File: src/hw/rtl/ttet_pkg.sv
// types, codes and character constants for the tagged text event tokenizer
// no dependencies; used by tagged_text_event_tokenizer_unit
package ttet_pkg;

    // nesting limit: one container more than the limit may be open
    localparam int MAX_NESTING = 100;
    localparam int STACK_DEPTH = MAX_NESTING + 1;
    localparam int LVL_W       = $clog2(STACK_DEPTH + 1);
    localparam int STK_AW      = $clog2(STACK_DEPTH);

    // lexer modes
    typedef enum logic [2:0] {
        MODE_VALUE  = 3'd0,
        MODE_QUOTE  = 3'd1,
        MODE_STRING = 3'd2,
        MODE_ESCAPE = 3'd3,
        MODE_HEX1   = 3'd4,
        MODE_HEX2   = 3'd5,
        MODE_HEXBAD = 3'd6
    } t_mode;

    // bracket kinds held on the stack
    typedef enum logic [1:0] {
        BR_MAP = 2'd0,
        BR_SEQ = 2'd1,
        BR_SET = 2'd2
    } t_bracket;

    // event codes
    typedef enum logic [3:0] {
        EV_MAP_START    = 4'd0,
        EV_MAP_END      = 4'd1,
        EV_SEQ_START    = 4'd2,
        EV_SEQ_END      = 4'd3,
        EV_SET_START    = 4'd4,
        EV_SET_END      = 4'd5,
        EV_NULL         = 4'd6,
        EV_SCALAR_START = 4'd7,
        EV_SCALAR_BYTE  = 4'd8,
        EV_SCALAR_END   = 4'd9,
        EV_DONE         = 4'd10,
        EV_FAILED       = 4'd11
    } t_event;

    // error codes
    typedef enum logic [3:0] {
        ERR_NONE           = 4'd0,
        ERR_OPEN_QUOTE     = 4'd1,
        ERR_BAD_X_ESCAPE   = 4'd2,
        ERR_BAD_HEX        = 4'd3,
        ERR_UNKNOWN_ESCAPE = 4'd4,
        ERR_UNTERM_STRING  = 4'd5,
        ERR_MAX_DEPTH      = 4'd6,
        ERR_UNEXPECTED_END = 4'd7,
        ERR_UNTERM_CONT    = 4'd8,
        ERR_UNEXPECTED_TOK = 4'd9,
        ERR_TRAILING       = 4'd10
    } t_err;

    // scalar value types
    localparam logic [2:0] VT_NULL   = 3'd0;
    localparam logic [2:0] VT_NUMBER = 3'd1;
    localparam logic [2:0] VT_STRING = 3'd2;
    localparam logic [2:0] VT_BOOL   = 3'd3;
    localparam logic [2:0] VT_BINARY = 3'd4;

    // characters
    localparam logic [7:0] CH_SPACE   = 8'h20;
    localparam logic [7:0] CH_TAB     = 8'h09;
    localparam logic [7:0] CH_LF      = 8'h0A;
    localparam logic [7:0] CH_CR      = 8'h0D;
    localparam logic [7:0] CH_QUOTE   = 8'h22;
    localparam logic [7:0] CH_BSLASH  = 8'h5C;
    localparam logic [7:0] CH_LBRACE  = 8'h7B;
    localparam logic [7:0] CH_RBRACE  = 8'h7D;
    localparam logic [7:0] CH_LBRACK  = 8'h5B;
    localparam logic [7:0] CH_RBRACK  = 8'h5D;
    localparam logic [7:0] CH_LPAREN  = 8'h28;
    localparam logic [7:0] CH_RPAREN  = 8'h29;
    localparam logic [7:0] CH_Z       = 8'h5A;
    localparam logic [7:0] CH_P       = 8'h50;
    localparam logic [7:0] CH_N       = 8'h4E;
    localparam logic [7:0] CH_S       = 8'h53;
    localparam logic [7:0] CH_B       = 8'h42;
    localparam logic [7:0] CH_Y       = 8'h59;
    localparam logic [7:0] CH_X_LOWER = 8'h78;

    // request payloads
    typedef struct packed {
        logic       kind;
        logic [7:0] text_byte;
    } t_in_item;

    typedef struct packed {
        logic [3:0] event_code;
        logic [2:0] scalar_type;
        logic [7:0] data_byte;
        logic [3:0] error_code;
    } t_out_item;

    // hex digit decode: bit 4 set means not a hex digit
    function automatic logic [4:0] hex_digit(input logic [7:0] c);
        logic [4:0] v;
        v = 5'h10;
        if (c >= 8'h30 && c <= 8'h39) begin
            v = {1'b0, 4'(c - 8'h30)};
        end else if (c >= 8'h61 && c <= 8'h66) begin
            v = {1'b0, 4'(c - 8'h57)};
        end else if (c >= 8'h41 && c <= 8'h46) begin
            v = {1'b0, 4'(c - 8'h37)};
        end
        return v;
    endfunction

endpackage

File: src/hw/rtl/tagged_text_event_tokenizer_unit.sv
// tagged text event tokenizer: one byte per cycle when not stalled, events streamed out
// an accepted request sits in the input register, and its event, if it makes one, is
//   written to the result register when it fires; one request per cycle unless the
//   result register stalls, set by the single-pass decode between the two registers
// the bracket stack is a memory with a registered read, prefetched one level below the top
// reset (i_rst_n low, synchronous) empties both registers and returns the lexer to
//   expecting a value; the stack memory is not cleared, only pushed entries are read
// depends on ttet_pkg
module tagged_text_event_tokenizer_unit (
    input  logic                i_clk,
    input  logic                i_rst_n,
    input  logic                i_in_valid,
    output logic                o_in_ready,
    input  ttet_pkg::t_in_item  i_in_item,
    output logic                o_out_valid,
    input  logic                i_out_ready,
    output ttet_pkg::t_out_item o_out_item
);

    // input register
    logic               r_in_vld;
    ttet_pkg::t_in_item r_in;

    // lexer state
    ttet_pkg::t_mode             r_mode, n_mode;
    logic [2:0]                  r_ptype, n_ptype;
    logic [3:0]                  r_nib, n_nib;
    logic [ttet_pkg::LVL_W-1:0]  r_level, n_level;
    logic                        r_topc, n_topc;
    ttet_pkg::t_err              r_err, n_err;
    logic [1:0]                  r_top, n_top;

    // bracket stack memory and prefetched entry below the top
    logic [1:0]                  r_stack [ttet_pkg::STACK_DEPTH];
    logic [1:0]                  r_below;
    logic [ttet_pkg::STK_AW-1:0] rd_addr;
    logic [ttet_pkg::LVL_W-1:0]  lvl_next;

    // result register
    logic                r_out_vld;
    ttet_pkg::t_out_item r_out;

    // decode results
    logic                fire;
    logic                emit;
    logic                push;
    logic [1:0]          push_kind;
    ttet_pkg::t_out_item ev;
    ttet_pkg::t_err      end_err;
    logic [7:0]          c;
    logic [7:0]          closer;
    logic [4:0]          hv;
    logic                is_space;

    // handshake
    assign fire       = r_in_vld && (!r_out_vld || i_out_ready);
    assign o_in_ready = !r_in_vld || fire;
    assign o_out_valid = r_out_vld;
    assign o_out_item  = r_out;

    // input register
    always_ff @(posedge i_clk) begin
        if (!i_rst_n) begin
            r_in_vld <= 1'b0;
        end else if (o_in_ready) begin
            r_in_vld <= i_in_valid;
        end
        if (o_in_ready && i_in_valid) begin
            r_in <= i_in_item;
        end
    end

    // character helpers
    assign c  = r_in.text_byte;
    assign hv = ttet_pkg::hex_digit(c);

    always_comb begin
        case (c)
            ttet_pkg::CH_SPACE, ttet_pkg::CH_TAB,
            ttet_pkg::CH_LF, ttet_pkg::CH_CR: is_space = 1'b1;
            default:                          is_space = 1'b0;
        endcase
    end

    always_comb begin
        case (r_top)
            ttet_pkg::BR_SEQ: closer = ttet_pkg::CH_RBRACK;
            ttet_pkg::BR_SET: closer = ttet_pkg::CH_RPAREN;
            default:          closer = ttet_pkg::CH_RBRACE;
        endcase
    end

    // error reported at the end request
    always_comb begin
        end_err = r_err;
        if (r_err == ttet_pkg::ERR_NONE) begin
            case (r_mode)
                ttet_pkg::MODE_VALUE: begin
                    if (r_level != '0) begin
                        end_err = ttet_pkg::ERR_UNTERM_CONT;
                    end else if (!r_topc) begin
                        end_err = ttet_pkg::ERR_UNEXPECTED_END;
                    end
                end
                ttet_pkg::MODE_QUOTE:  end_err = ttet_pkg::ERR_OPEN_QUOTE;
                ttet_pkg::MODE_STRING,
                ttet_pkg::MODE_ESCAPE: end_err = ttet_pkg::ERR_UNTERM_STRING;
                default:               end_err = ttet_pkg::ERR_BAD_X_ESCAPE;
            endcase
        end
    end

    // single-pass decode of one request
    always_comb begin
        n_mode    = r_mode;
        n_ptype   = r_ptype;
        n_nib     = r_nib;
        n_level   = r_level;
        n_topc    = r_topc;
        n_err     = r_err;
        n_top     = r_top;
        emit      = 1'b0;
        push      = 1'b0;
        push_kind = ttet_pkg::BR_MAP;
        ev        = '0;

        if (r_in.kind) begin
            // end of text: report and go back to the reset state
            emit    = 1'b1;
            ev.event_code = (end_err != ttet_pkg::ERR_NONE) ? ttet_pkg::EV_FAILED
                                                             : ttet_pkg::EV_DONE;
            ev.error_code = end_err;
            n_mode  = ttet_pkg::MODE_VALUE;
            n_ptype = ttet_pkg::VT_NULL;
            n_nib   = '0;
            n_level = '0;
            n_topc  = 1'b0;
            n_err   = ttet_pkg::ERR_NONE;
        end else if (r_err == ttet_pkg::ERR_NONE) begin
            case (r_mode)
                ttet_pkg::MODE_VALUE: begin
                    if (is_space) begin
                        emit = 1'b0;
                    end else if (r_topc) begin
                        n_err = ttet_pkg::ERR_TRAILING;
                    end else if (r_level != '0 && c == closer) begin
                        // close the innermost container
                        emit          = 1'b1;
                        n_level       = r_level - ttet_pkg::LVL_W'(1);
                        n_top         = r_below;
                        ev.event_code = {1'b0, r_top, 1'b1};
                        if (n_level == '0) begin
                            n_topc = 1'b1;
                        end
                    end else if (r_level > ttet_pkg::LVL_W'(ttet_pkg::MAX_NESTING)) begin
                        n_err = ttet_pkg::ERR_MAX_DEPTH;
                    end else if (c == ttet_pkg::CH_LBRACE || c == ttet_pkg::CH_LBRACK
                                 || c == ttet_pkg::CH_LPAREN) begin
                        // open a container
                        push_kind = (c == ttet_pkg::CH_LBRACK) ? ttet_pkg::BR_SEQ :
                                    (c == ttet_pkg::CH_LPAREN) ? ttet_pkg::BR_SET :
                                                                 ttet_pkg::BR_MAP;
                        push          = 1'b1;
                        emit          = 1'b1;
                        n_level       = r_level + ttet_pkg::LVL_W'(1);
                        n_top         = push_kind;
                        ev.event_code = {1'b0, push_kind, 1'b0};
                    end else if (c == ttet_pkg::CH_Z) begin
                        emit          = 1'b1;
                        ev.event_code = ttet_pkg::EV_NULL;
                        if (r_level == '0) begin
                            n_topc = 1'b1;
                        end
                    end else begin
                        // type letter or bad token
                        emit = 1'b1;
                        case (c)
                            ttet_pkg::CH_P: n_ptype = ttet_pkg::VT_NULL;
                            ttet_pkg::CH_N: n_ptype = ttet_pkg::VT_NUMBER;
                            ttet_pkg::CH_S: n_ptype = ttet_pkg::VT_STRING;
                            ttet_pkg::CH_B: n_ptype = ttet_pkg::VT_BOOL;
                            ttet_pkg::CH_Y: n_ptype = ttet_pkg::VT_BINARY;
                            default: begin
                                emit  = 1'b0;
                                n_err = ttet_pkg::ERR_UNEXPECTED_TOK;
                            end
                        endcase
                        if (emit) begin
                            n_mode         = ttet_pkg::MODE_QUOTE;
                            ev.event_code  = ttet_pkg::EV_SCALAR_START;
                            ev.scalar_type = n_ptype;
                        end
                    end
                end
                ttet_pkg::MODE_QUOTE: begin
                    if (c != ttet_pkg::CH_QUOTE) begin
                        n_err = ttet_pkg::ERR_OPEN_QUOTE;
                    end else begin
                        n_mode = ttet_pkg::MODE_STRING;
                    end
                end
                ttet_pkg::MODE_STRING: begin
                    ev.scalar_type = r_ptype;
                    if (c == ttet_pkg::CH_QUOTE) begin
                        emit          = 1'b1;
                        n_mode        = ttet_pkg::MODE_VALUE;
                        ev.event_code = ttet_pkg::EV_SCALAR_END;
                        if (r_level == '0) begin
                            n_topc = 1'b1;
                        end
                    end else if (c == ttet_pkg::CH_BSLASH) begin
                        n_mode = ttet_pkg::MODE_ESCAPE;
                    end else begin
                        emit          = 1'b1;
                        ev.event_code = ttet_pkg::EV_SCALAR_BYTE;
                        ev.data_byte  = c;
                    end
                end
                ttet_pkg::MODE_ESCAPE: begin
                    if (c == ttet_pkg::CH_BSLASH || c == ttet_pkg::CH_QUOTE) begin
                        emit           = 1'b1;
                        n_mode         = ttet_pkg::MODE_STRING;
                        ev.event_code  = ttet_pkg::EV_SCALAR_BYTE;
                        ev.scalar_type = r_ptype;
                        ev.data_byte   = c;
                    end else if (c == ttet_pkg::CH_X_LOWER) begin
                        n_mode = ttet_pkg::MODE_HEX1;
                    end else begin
                        n_err = ttet_pkg::ERR_UNKNOWN_ESCAPE;
                    end
                end
                ttet_pkg::MODE_HEX1: begin
                    if (hv[4]) begin
                        n_mode = ttet_pkg::MODE_HEXBAD;
                    end else begin
                        n_nib  = hv[3:0];
                        n_mode = ttet_pkg::MODE_HEX2;
                    end
                end
                ttet_pkg::MODE_HEX2: begin
                    if (hv[4]) begin
                        n_err = ttet_pkg::ERR_BAD_HEX;
                    end else begin
                        emit           = 1'b1;
                        n_mode         = ttet_pkg::MODE_STRING;
                        ev.event_code  = ttet_pkg::EV_SCALAR_BYTE;
                        ev.scalar_type = r_ptype;
                        ev.data_byte   = {r_nib, hv[3:0]};
                    end
                end
                default: begin
                    n_err = ttet_pkg::ERR_BAD_HEX;
                end
            endcase
        end
    end

    // lexer state registers
    always_ff @(posedge i_clk) begin
        if (!i_rst_n) begin
            r_mode  <= ttet_pkg::MODE_VALUE;
            r_ptype <= ttet_pkg::VT_NULL;
            r_nib   <= '0;
            r_level <= '0;
            r_topc  <= 1'b0;
            r_err   <= ttet_pkg::ERR_NONE;
        end else if (fire) begin
            r_mode  <= n_mode;
            r_ptype <= n_ptype;
            r_nib   <= n_nib;
            r_level <= n_level;
            r_topc  <= n_topc;
            r_err   <= n_err;
        end
    end

    // top of stack copy
    always_ff @(posedge i_clk) begin
        if (fire) begin
            r_top <= n_top;
        end
    end

    // prefetch address: the entry just below the next top
    assign lvl_next = fire ? n_level : r_level;
    assign rd_addr  = (lvl_next < ttet_pkg::LVL_W'(2)) ? '0
                    : ttet_pkg::STK_AW'(lvl_next - ttet_pkg::LVL_W'(2));

    // stack memory: push writes at the current level, read is registered
    always_ff @(posedge i_clk) begin
        if (fire && push) begin
            r_stack[r_level[ttet_pkg::STK_AW-1:0]] <= push_kind;
        end
        r_below <= r_stack[rd_addr];
    end

    // result register
    always_ff @(posedge i_clk) begin
        if (!i_rst_n) begin
            r_out_vld <= 1'b0;
        end else if (fire && emit) begin
            r_out_vld <= 1'b1;
        end else if (i_out_ready) begin
            r_out_vld <= 1'b0;
        end
        if (fire && emit) begin
            r_out <= ev;
        end
    end

    // depth never exceeds the stack size
    a_level_bound: assert property (@(posedge i_clk) disable iff (!i_rst_n)
        r_level <= ttet_pkg::LVL_W'(ttet_pkg::STACK_DEPTH))
        else $error("nesting level beyond stack depth");

    // end request always produces a report
    a_end_reports: assert property (@(posedge i_clk) disable iff (!i_rst_n)
        fire && r_in.kind |-> emit)
        else $error("end request without report");

    // end request returns the lexer to its idle state
    a_end_clears: assert property (@(posedge i_clk) disable iff (!i_rst_n)
        fire && r_in.kind |=> r_level == '0 && r_err == ttet_pkg::ERR_NONE
                              && r_mode == ttet_pkg::MODE_VALUE && !r_topc)
        else $error("state not cleared after end request");

    // no events once an error is latched
    a_quiet_after_err: assert property (@(posedge i_clk) disable iff (!i_rst_n)
        fire && !r_in.kind && r_err != ttet_pkg::ERR_NONE |-> !emit)
        else $error("event after latched error");

    // an error, once latched, stays until the end request
    a_err_sticky: assert property (@(posedge i_clk) disable iff (!i_rst_n)
        fire && !r_in.kind && r_err != ttet_pkg::ERR_NONE |=> $stable(r_err))
        else $error("latched error changed before end request");

endmodule
File: config.mk
export PLATFORM = sky130hd
export DESIGN_NAME = tagged_text_event_tokenizer_unit
export DESIGN_NICKNAME = d
export VERILOG_FILES = /design/src/hw/rtl/ttet_pkg.sv /design/src/hw/rtl/tagged_text_event_tokenizer_unit.sv
export SDC_FILE = /design/constraint.sdc
export NUM_CORES = 1
export LEC_CHECK = 0
export BUFFER_PORTS_ARGS = -buffer_cell sky130_fd_sc_hd__buf_2
export CORE_UTILIZATION = 55
export DETAILED_ROUTE_END_ITERATION = 12
export PLACE_DENSITY = 0.86
export REMOVE_ABC_BUFFERS = 1
export SYNTH_ARGS = -nofsm -noshare
export SYNTH_HDL_FRONTEND = slang
export SYNTH_SLANG_ARGS = --single-unit
File: constraint.sdc
create_clock -name i_clk -period 7 [get_ports i_clk]
set_input_delay 1.05 -clock i_clk [delete_from_list [all_inputs] [get_ports i_clk]]
set_output_delay 1.05 -clock i_clk [all_outputs]
set_load 0.01 [all_outputs]
# Word-level counts from Yosys, hierarchy flattened
# Memory sizes are Yosys's and may differ from the RTL's. A register that Yosys moved wholly into a read port is not among the register bits.
# Index checks and enable logic that the tools add are counted.
[totals]
word_cells = 276
mem_bits_rw = 202
register_bits = 54
output_inout_bits = 21
n_memories = 1
input_bits = 13
[classes]
bitwise_logic = 4
n_addsub = 6
n_reduce_logical = 39
muxes = 148
magnitude_cmp = 8
eq_ne = 55
[memory_table]
columns = ["memory", "words", "width", "read_ports", "rd_clocked_by_memory_dff", "write_ports", "line", "text"]
rows = [
  ["r_stack", 101, 2, 1, 1, 1, "tagged_text_event_tokenizer_unit.sv:34", "logic [1:0] r_stack [ttet_pkg::STACK_DEPTH];"],
]
[op_table]
columns = ["cell", "n"]
rows = [
  ["$mux W4", 24],
  ["$mux W3", 31],
  ["$mux W7", 13],
  ["$eq A8 B7 Y1 const B", 10],
  ["$mux W1", 48],
  ["$mux W15", 3],
  ["$ne A3 B3 Y1 const B", 15],
  ["$mux W2", 14],
  ["$pmux W7 S4", 1],
  ["$eq A8 B4 Y1 const B", 3],
  ["$eq A8 B6 Y1 const B", 3],
  ["$pmux W8 S3", 1],
  ["$pmux W4 S5", 1],
  ["$pmux W3 S6", 1],
  ["$ge A8 B7 Y1 const B", 2],
  ["$le A8 B7 Y1 const B", 2],
  ["$mux W8", 2],
  ["$ne A2 B2 Y1 const B", 8],
  ["$mux W5", 3],
  ["$ne A5 B5 Y1 const B", 3],
  ["$pmux W3 S5", 1],
  ["$logic_not A7 Y1", 2],
  ["$pmux W7 S2", 1],
  ["$reduce_and A14 Y1", 1],
  ["other kinds (40)", 67],
]

# Depth between registers and ports, before layout
# Gate-level depths: netlist (run 1).
[logic_depth]
ltp_word = 23
ltp_mapped = 25
mapped_depth_nobuf = 19

# Worst setup path before layout (run 1)
# OpenSTA, ideal clock, no wires.
[synth_path]
kind = "register to register"
start = "register r_level[1] (netlist name)"
end = "memory r_stack[0][1] (data pin)"
arrival_ns = 5.647
setup_time_ns = 0.954
t_required_ns = 6.046
period_less_slack_ns = 6.600
setup_slack_ns = 0.400
path_buffers = 3
stages_incl_launch_ff = 10
cell_sequence = "dfxtp_1 > clkbuf_1 > inv_1 > ha_1 > nor3b_2 > nand3b_1 > and3_1 > buf_2 > buf_2 > nor3_1"
[synth_between]
elab_chain_cells = 8
elab_cells_between_ends = 10
classes_between = "order compare (1); mux (7); reduce/logical (2)"
[synth_lines]
columns = ["item", "line", "text"]
rows = [
  ["from (decl)", "tagged_text_event_tokenizer_unit.sv:28", "logic [ttet_pkg::LVL_W-1:0] r_level, n_level;"],
  ["from (signal assigned)", "tagged_text_event_tokenizer_unit.sv:271", "r_level <= n_level;"],
  ["$gt A7 B7 Y1 / $reduce_bool A7 Y1 (equally long branches)", "tagged_text_event_tokenizer_unit.sv:155, tagged_text_event_tokenizer_unit.sv:146", ""],
  ["$mux W2 / $logic_and A1 B1 Y1 (equally long branches)", "tagged_text_event_tokenizer_unit.sv:155, tagged_text_event_tokenizer_unit.sv:146", ""],
  ["$mux W2 *", "tagged_text_event_tokenizer_unit.sv:146", "end else if (r_level != '0 && c == closer) begin"],
  ["$mux W2 *", "tagged_text_event_tokenizer_unit.sv:144", "end else if (r_topc) begin"],
  ["$mux W2 *", "tagged_text_event_tokenizer_unit.sv:142", "if (is_space) begin"],
  ["$mux W2 *", "tagged_text_event_tokenizer_unit.sv:140", "case (r_mode)"],
  ["$mux W2 *", "tagged_text_event_tokenizer_unit.sv:139", "end else if (r_err == ttet_pkg::ERR_NONE) begin"],
  ["$mux W2 *", "tagged_text_event_tokenizer_unit.sv:127", "if (r_in.kind) begin"],
  ["named net push_kind[1]", "tagged_text_event_tokenizer_unit.sv:47", "logic [1:0] push_kind;"],
  ["to (decl)", "tagged_text_event_tokenizer_unit.sv:34", ""],
]
# The timed path passes the listed nets; every way through them passes the cells marked *.

# Worst setup path after layout (run 1)
[layout_path]
start = "register r_level[1] (netlist name)"
end = "register r_below[0], read port of r_stack"
[layout_between]
elab_chain_cells = 12
elab_cells_between_ends = 17
classes_between = "add/sub (3); order compare (2); mux (10); reduce/logical (2)"
[layout_lines]
columns = ["item", "line", "text"]
rows = [
  ["$add A7 B1 Y7", "tagged_text_event_tokenizer_unit.sv:165", "n_level = r_level + ttet_pkg::LVL_W'(1);"],
  ["$mux W7", "tagged_text_event_tokenizer_unit.sv:157", "end else if (c == ttet_pkg::CH_LBRACE || c == ttet_pkg::CH_LBRACK"],
  ["$mux W7", "tagged_text_event_tokenizer_unit.sv:155", "end else if (r_level > ttet_pkg::LVL_W'(ttet_pkg::MAX_NESTING)) begin"],
  ["$mux W7", "tagged_text_event_tokenizer_unit.sv:146", ""],
  ["$mux W7", "tagged_text_event_tokenizer_unit.sv:144", ""],
  ["$mux W7", "tagged_text_event_tokenizer_unit.sv:142", ""],
  ["$mux W7", "tagged_text_event_tokenizer_unit.sv:140", ""],
  ["$mux W7", "tagged_text_event_tokenizer_unit.sv:139", ""],
  ["$mux W7", "tagged_text_event_tokenizer_unit.sv:127", ""],
  ["$mux W7 *", "--", ""],
  ["$sub A7 B2 Y7 / $lt A7 B2 Y1 (equally long branches)", "tagged_text_event_tokenizer_unit.sv:287, tagged_text_event_tokenizer_unit.sv:286", ""],
  ["$mux W7 *", "tagged_text_event_tokenizer_unit.sv:286", "assign rd_addr = (lvl_next < ttet_pkg::LVL_W'(2)) ? '0"],
  ["to (decl)", "tagged_text_event_tokenizer_unit.sv:35", "logic [1:0] r_below;"],
]
# Mark *: on every way between the ends. The rest lies on a longest branch, timed or not.
# A chain may end at the register's enable or synchronous reset.

==> out/metrics.cfg, run 1 <==
[status]
outcome = finished with violations
violations = design-rule violations

[clock_tree]
cts_sinks = 258
cts_setup_buffers = 0
hold_buffers = 0
cts_tree = yes
cts_resized = 0
clock_path_buffers = 3
cts_inserted_buffers = 26
clk_latency_ns = 0.53
cts_htree_levels = 1
clkSlewWorstSetupHoldPaths_ns = 0.06
root_buffer = clkbuf_16

[yosys]
synth_seq_cells = 258
syn_area_sq_um = 12500
async_flop_share_pct = 0
yosysSeqAreaShare_pct = 60.0
ys_warn_count = 0
syn_avg_cell_area_sq_um = 11.4
synthCells = 1094
ys_top_cells_by_area = edfxtp_1 56%, nor2_1 6.5%, dfxtp_1 4.2%
synth_ff_type = edfxtp_1
synth_cell_types = 94
synth_top_area_share_pct = 55.9
synth_edf_count = 232
synth_area_leader_cell = edfxtp_1

[setup_path]
worst-setup-path-type = flop to flop
start_kind = flop
cpMaxStageDelayCell = and3_1
path_cells = inv_1 -> ha_1 -> nor3b_2 -> nand3b_1 -> and3_1 -> o211ai_1 -> nand3_1 -> nand2_1 -> inv_1 -> ha_1 -> inv_1 -> nand4bb_1 -> nor3_4 -> buf_4 -> a21oi_2 -> o22ai_1 -> a21boi_0 -> or4_4 -> o22ai_2 -> a211oi_2
cp_data_required_time_ns = 7.39
critPathMaxFanout = 21
cp-end-kind = flop
slowest_delay_ns = 0.66
cpMostUsedCell = inv_1
critPathTopFamily = simple AND/OR/NAND/NOR gates
critPathBufInv = 4
arrival_ns = 6.40

[grt]
grt_pass1_wl_um = 48500
grt_overflow = 0
grt_pass1_vias = 8836
use_met2_pct = 42.9
grt_util_met3_pct = 5.01
grt_use_met1_pct = 35.4
grt_antenna_before_repair = 0
busiest_layer = met2
grtUsageTotal_pct = 26.5
grt_start_max_net_pins = 102

[routing]
wl_per_cell_um = 21.9
drc = 4
ant_nets = 0
drtPass1Iterations = 9
routed_wl_um = 30800
vias = 9235
drtIter0Drc = 1234
viasPerCell = 6.57

[die]
core_sq_um = 22000
die_h_um = 153
fp.dieArea_sq_um = 23300
die_w_um = 153
rows = 54
io_pins = 34
start_util_pct = 56.6

[timing]
setup_tns_ns = 0
finClkSkew_ns = 0.0152
hold_slack_ns = 0.500
drv_slew = 0
period_minus_slack_ns = 6.01
fin_ws_ns = 0.992
max-slew-margin-rel_pct = 22.2
hold_viol = 0
fin_crit_sh_pct = 85.8
rsz0062_at_grt = false
tightestPinTransition_ns = 1.17
finalSetupViolCount = 0
fmax_ghz = 0.166

[power_and_ir_drop]
vdd_drop_max_uv = 227
power_density_nw_per_um2 = 228
p_leak_nw = 4.42
power_mw = 3.11

[worst_hold_path]
hold_path_class = flop to flop

[placed_design]
dp_hpwl_um = 19700
place_area_sq_um = 12800
port_buffers = 33
place_congestion = 0.966
pre_cts_ws_ns = 1.22

[final_layout]
finalNetCount = 1127
nFillCells = 1637
fin_area_sq_um = 13600
syn2layout_area_growth_pct = 9.39
drive_above_1_share_pct = 12.8
diodes = 0

[flow_run]
drv_cap = 0

-- cells in the mapped netlist (9+ instances only) --
library cell and n:
and3_1 9, a31oi_1 18, nor2b_1 17, o22ai_1 18, dfxtp_1 26, a21oi_1 44
a22oi_1 19, edfxtp_1 232, o21ai_0 43, buf_2 13, nor4_1 9, nand3_1 27
and2_1 12, nor3_1 29, clkbuf_1 36, nor2_1 216, mux4_2 19, ha_1 9
nand2_1 99, mux2i_1 21, inv_1 14
-- power breakdown --
group	internal (mW)	switching [mW]	leakage (nW)
sequential	1.66	0.0112	2.27
combinational	0.0258	0.0505	1.74
clock	0.775	0.579	0.404
total	2.47	0.641	4.42
-- registers in the layout (all words and copies together), names as in the netlist --
register and cells:
r_in_vld 1, o_out_item 19, r_top 2, r_mode 3
c 8, r_topc 1, o_out_valid 1, r_ptype 3
r_level 7, r_below 2, r_err 4, r_stack 202
r_in 1, r_nib 4
-- layer usage --
| layer | share of wire (%) | wire [um] | up-vias |
|---|---|---|---|
| met3 | 9.1 | 2800 | 101 |
| met5 | 0 | 0 | - |
| met1 | 40 | 12300 | 4464 |
| met2 | 47 | 14500 | 519 |
| met4 | 3.8 | 1180 | 0 |
| li1 | - | - | 4151 |
-- cells by family (layout without fill, tap and decap cells) --
kind of cell             count (synthesis)  count (layout)  synth area share [%]
multiplexers                            46              46                  5.66
XOR/XNOR                                 7               7                 0.492
buffers and inverters                   80             111                  2.96
AND/OR/NAND/NOR                        459             459                  16.8
AO/OA/AOI/OAI                          235             235                  13.2
flip-flops                             258             258                  60.0
adder cells (fa/ha/maj)                  9               9                 0.903
-- through the flow --
step | instances | utilization [%]
after global placement | 1357 | 58.2
after global routing | 1405 | 61.9
after floorplan | 1029 | -
final | 1405 | 61.9
after detailed placement | 1357 | 58.2
after CTS | 1405 | 61.9
-- worst min-delay path: cells and delay by family, from the launching register on --
| kind | cells | cell delay (ns) |
|---|---|---|
| flip-flops | 1 | 0.33 |
| multiplexers | 1 | 0.07 |
| AND/OR/NAND/NOR | 1 | 0.07 |
-- final timing paths --
| kind | start | end | slack [ns] | depth (start not counted) |
|---|---|---|---|---|
| hold reg to reg | r_ptype[0] | r_ptype[0] | 0.50 | 2 |
| setup reg to reg | r_level[1] | r_below[0] | 0.99 | 20 |
| setup / recovery | r_level[1] | r_below[0] | 0.99 | 20 |
| hold / removal | r_ptype[0] | r_ptype[0] | 0.50 | 2 |
-- cells in the final DEF, fill, tap and decap left out, types with 12 or more instances in the layout --
cell,instances
nor2_1,215
a31oi_1,18
clkbuf_16,27
a22oi_1,19
mux4_2,19
o22ai_1,18
nand2_1,99
buf_2,33
inv_1,14
edfxtp_1,232
and2_1,12
dfxtp_1,26
a21oi_1,43
nor2b_1,17
nand3_1,27
nor3_1,28
mux2i_1,21
o21ai_0,43
buf_4,15
-- area by class of cell --
| class | count | area, sq um | area share (%) |
|---|---|---|---|
| sequential | 258 | 7490 | 54.9 |
| multi-input combinational | 756 | 4640 | 34.0 |
| clock buffer | 29 | 683 | 5.01 |
| tap | 280 | 350 | 2.57 |
| timing repair buffer | 48 | 278 | 2.04 |
| clock inverter | 19 | 148 | 1.08 |
| inverter | 15 | 56.3 | 0.413 |
Note: power is estimated with default switching activity, not from simulation.
==> run 2, diff against run 1 <==
--- a/config.mk
+++ b/config.mk
@@ -6,6 +6,7 @@
 export NUM_CORES = 1
 export LEC_CHECK = 0
 export BUFFER_PORTS_ARGS = -buffer_cell sky130_fd_sc_hd__buf_2
+export CORE_MARGIN = 2
 export CORE_UTILIZATION = 55
 export DETAILED_ROUTE_END_ITERATION = 12
 export PLACE_DENSITY = 0.86
==> run 2 against run 1 <==
  * Critical path type unchanged
  * The flow now finishes without violations
  * Sequential cell count stayed put
  * Worst hold slack got worse by 0.0058 ns
  * Non-clock buffer count shrank 1
  * Register-to-register slack got worse by 0.02 ns
  * First-iteration DRC count increased by 8.8%
  * Largest cell class unchanged
==> out/metrics.cfg, run 2 (synthesis gave the netlist of run 1 again) <==
[status]
outcome = finished, final reports clean

[clock_tree]
clock_path_buffers = 3
clkSlewWorstSetupHoldPaths_ns = 0.06
cts_htree_levels = 1
cts_resized = 0
cts_tree = yes
cts_sinks = 258
root_buffer = clkbuf_16
cts_inserted_buffers = 26
hold_buffers = 0
cts_setup_buffers = 0
clk_latency_ns = 0.54

[setup_path]
arrival_ns = 6.47
critPathMaxFanout = 19
startpoint = r_level[1]
r2r-start = r_level[1]
r2r_slack_ns = 0.97
cp-end-kind = flop
worst-setup-path-type = flop to flop
r2r_cells = 18
worstReg2RegEnd = r_below[1]
start_kind = flop
cp_data_required_time_ns = 7.44
endpoint = r_below[1]

[flow_run]
drv_cap = 0

[power_and_ir_drop]
vdd_drop_max_uv = 234
clockPowerShare_pct = 41.5
comb_power_share_pct = 2.5
power.internal_mw = 2.37
power_mw = 3.00
p_leak_nw = 4.37
p_sw_share_pct = 20.9
p_seq_share_pct = 56.0
power_density_nw_per_um2 = 221
p_switching_mw = 0.626

[grt]
grtUsageTotal_pct = 26.7
grt_start_max_net_pins = 57
grt_pass1_vias = 8961
grt_antenna_before_repair = 0
grt_overflow = 0
grt_pass1_wl_um = 49700

[placed_design]
place_congestion = 0.937
port_buffers = 33
dp_hpwl_um = 20600

[routing]
drc = 0
ant_nets = 0
viasPerCell = 6.63
vias = 9326
routed_wl_um = 31900
wl_per_cell_um = 22.7
drtPass1Iterations = 13
drtIter0Drc = 1342

[timing]
tightestPinTransition_ns = 1.21
fmax_ghz = 0.166
finClkSkew_ns = 0.00962
fin_crit_sh_pct = 86.2
hold_viol = 0
finalSetupViolCount = 0
period_minus_slack_ns = 6.03
rsz0062_at_grt = false
max-slew-margin-rel_pct = 19.5
drv_slew = 0
setup_tns_ns = 0

[die]
io_pins = 34
fp.dieArea_sq_um = 23900
die_h_um = 155
rows = 55
die_w_um = 155
start_util_pct = 55.6
core_sq_um = 22400

[final_layout]
diodes = 0
layout_common_cells = 232 x edfxtp_1, 215 x nor2_1, 99 x nand2_1, 43 x o21ai_0, 43 x a21oi_1
utilization_pct = 60.4
finalNetCount = 1126
largest_reg_flops = 202
syn2layout_area_growth_pct = 8.72
mostFrequentLayoutCell = edfxtp_1
drive_above_1_share_pct = 12.4
nFillCells = 1775

[worst_hold_path]
hold_start = r_ptype[1]
hold_path_class = flop to flop

-- run 2: changes by cell type in the layout (fill, tap and decap cells not counted) --
cell | before | now
clkbuf_1 | 2 | 6
clkinv_1 | 9 | 6
bufinv_16 | 2 | 0
buf_4 | 15 | 14
clkbuf_16 | 27 | 26
clkinv_4 | 1 | 0
clkinv_8 | 0 | 1
inv_6 | 1 | 0
-- run 2: power groups by stage --
stage / sequential (mW) / clock (mW) / combinational [mW]
after floorplan: 1.71 / 0 / 0.0464
after global placement: 1.71 / 0 / 0.0738
after detailed placement: 1.71 / 0 / 0.0737
after CTS: 1.68 / 1.26 / 0.0742
after global routing: 1.68 / 1.32 / 0.0833
final: 1.68 / 1.24 / 0.0760
-- run 2: worst max-delay path: stages, from the launching register on --
cell and delay (ns):
dfxtp_1 0.50, inv_1 0.13, ha_1 0.29, nor3b_2 0.21, nand3b_1 0.34, and3_1 0.65, o211ai_1 0.19, nand3_1 0.11
nand2_1 0.44, inv_1 0.24, ha_1 0.26, inv_1 0.14, nand4bb_1 0.52, o31ai_4 0.69, o22ai_1 0.21, a221oi_1 0.38
a211o_1 0.21, a41oi_1 0.12, nor4_1 0.30
-- run 2: worst min-delay path by stage --
stage | endpoint | slack (ns) | depth (start not counted)
after floorplan | r_ptype[0] | 0.46 | 2
after global placement | r_ptype[2] | 0.48 | 2
after detailed placement | r_ptype[1] | 0.49 | 2
after CTS | r_ptype[1] | 0.50 | 2
after global routing | r_nib[3] | 0.54 | 2
final | r_ptype[1] | 0.49 | 2
-- run 2: cell type report --
class                           count  area [sq um]  area share, %
Multi-Input combinational cell    756          4640           34.2
Clock buffer                       32           673           4.96
Timing Repair Buffer               47           270           1.99
Clock inverter                     13          75.1          0.554
Inverter                           15          56.3          0.415
Tap cell                          285           357           2.63
Sequential cell                   258          7490           55.2
-- run 2: layer usage --
metal | share of wire [%] | global-route usage, %
met5 | 0 | 0
met4 | 4.8 | 11.9
met3 | 10 | 4.34
met2 | 47 | 43.7
met1 | 38 | 35.5
-- run 2: stage by stage --
| step | cells | setup WS (ns) | hold slack (ns) | instance area [sq um] |
|---|---|---|---|---|
| floorplan | 1029 | 0.597 | 0.461 | 12200 |
| global placement | 1361 | 1.29 | 0.479 | 12800 |
| detailed placement | 1361 | 1.19 | 0.485 | 12800 |
| CTS | 1406 | 1.13 | 0.502 | 13600 |
| global route | 1406 | 0.514 | 0.541 | 13600 |
| finish | 1406 | 0.969 | 0.494 | 13600 |
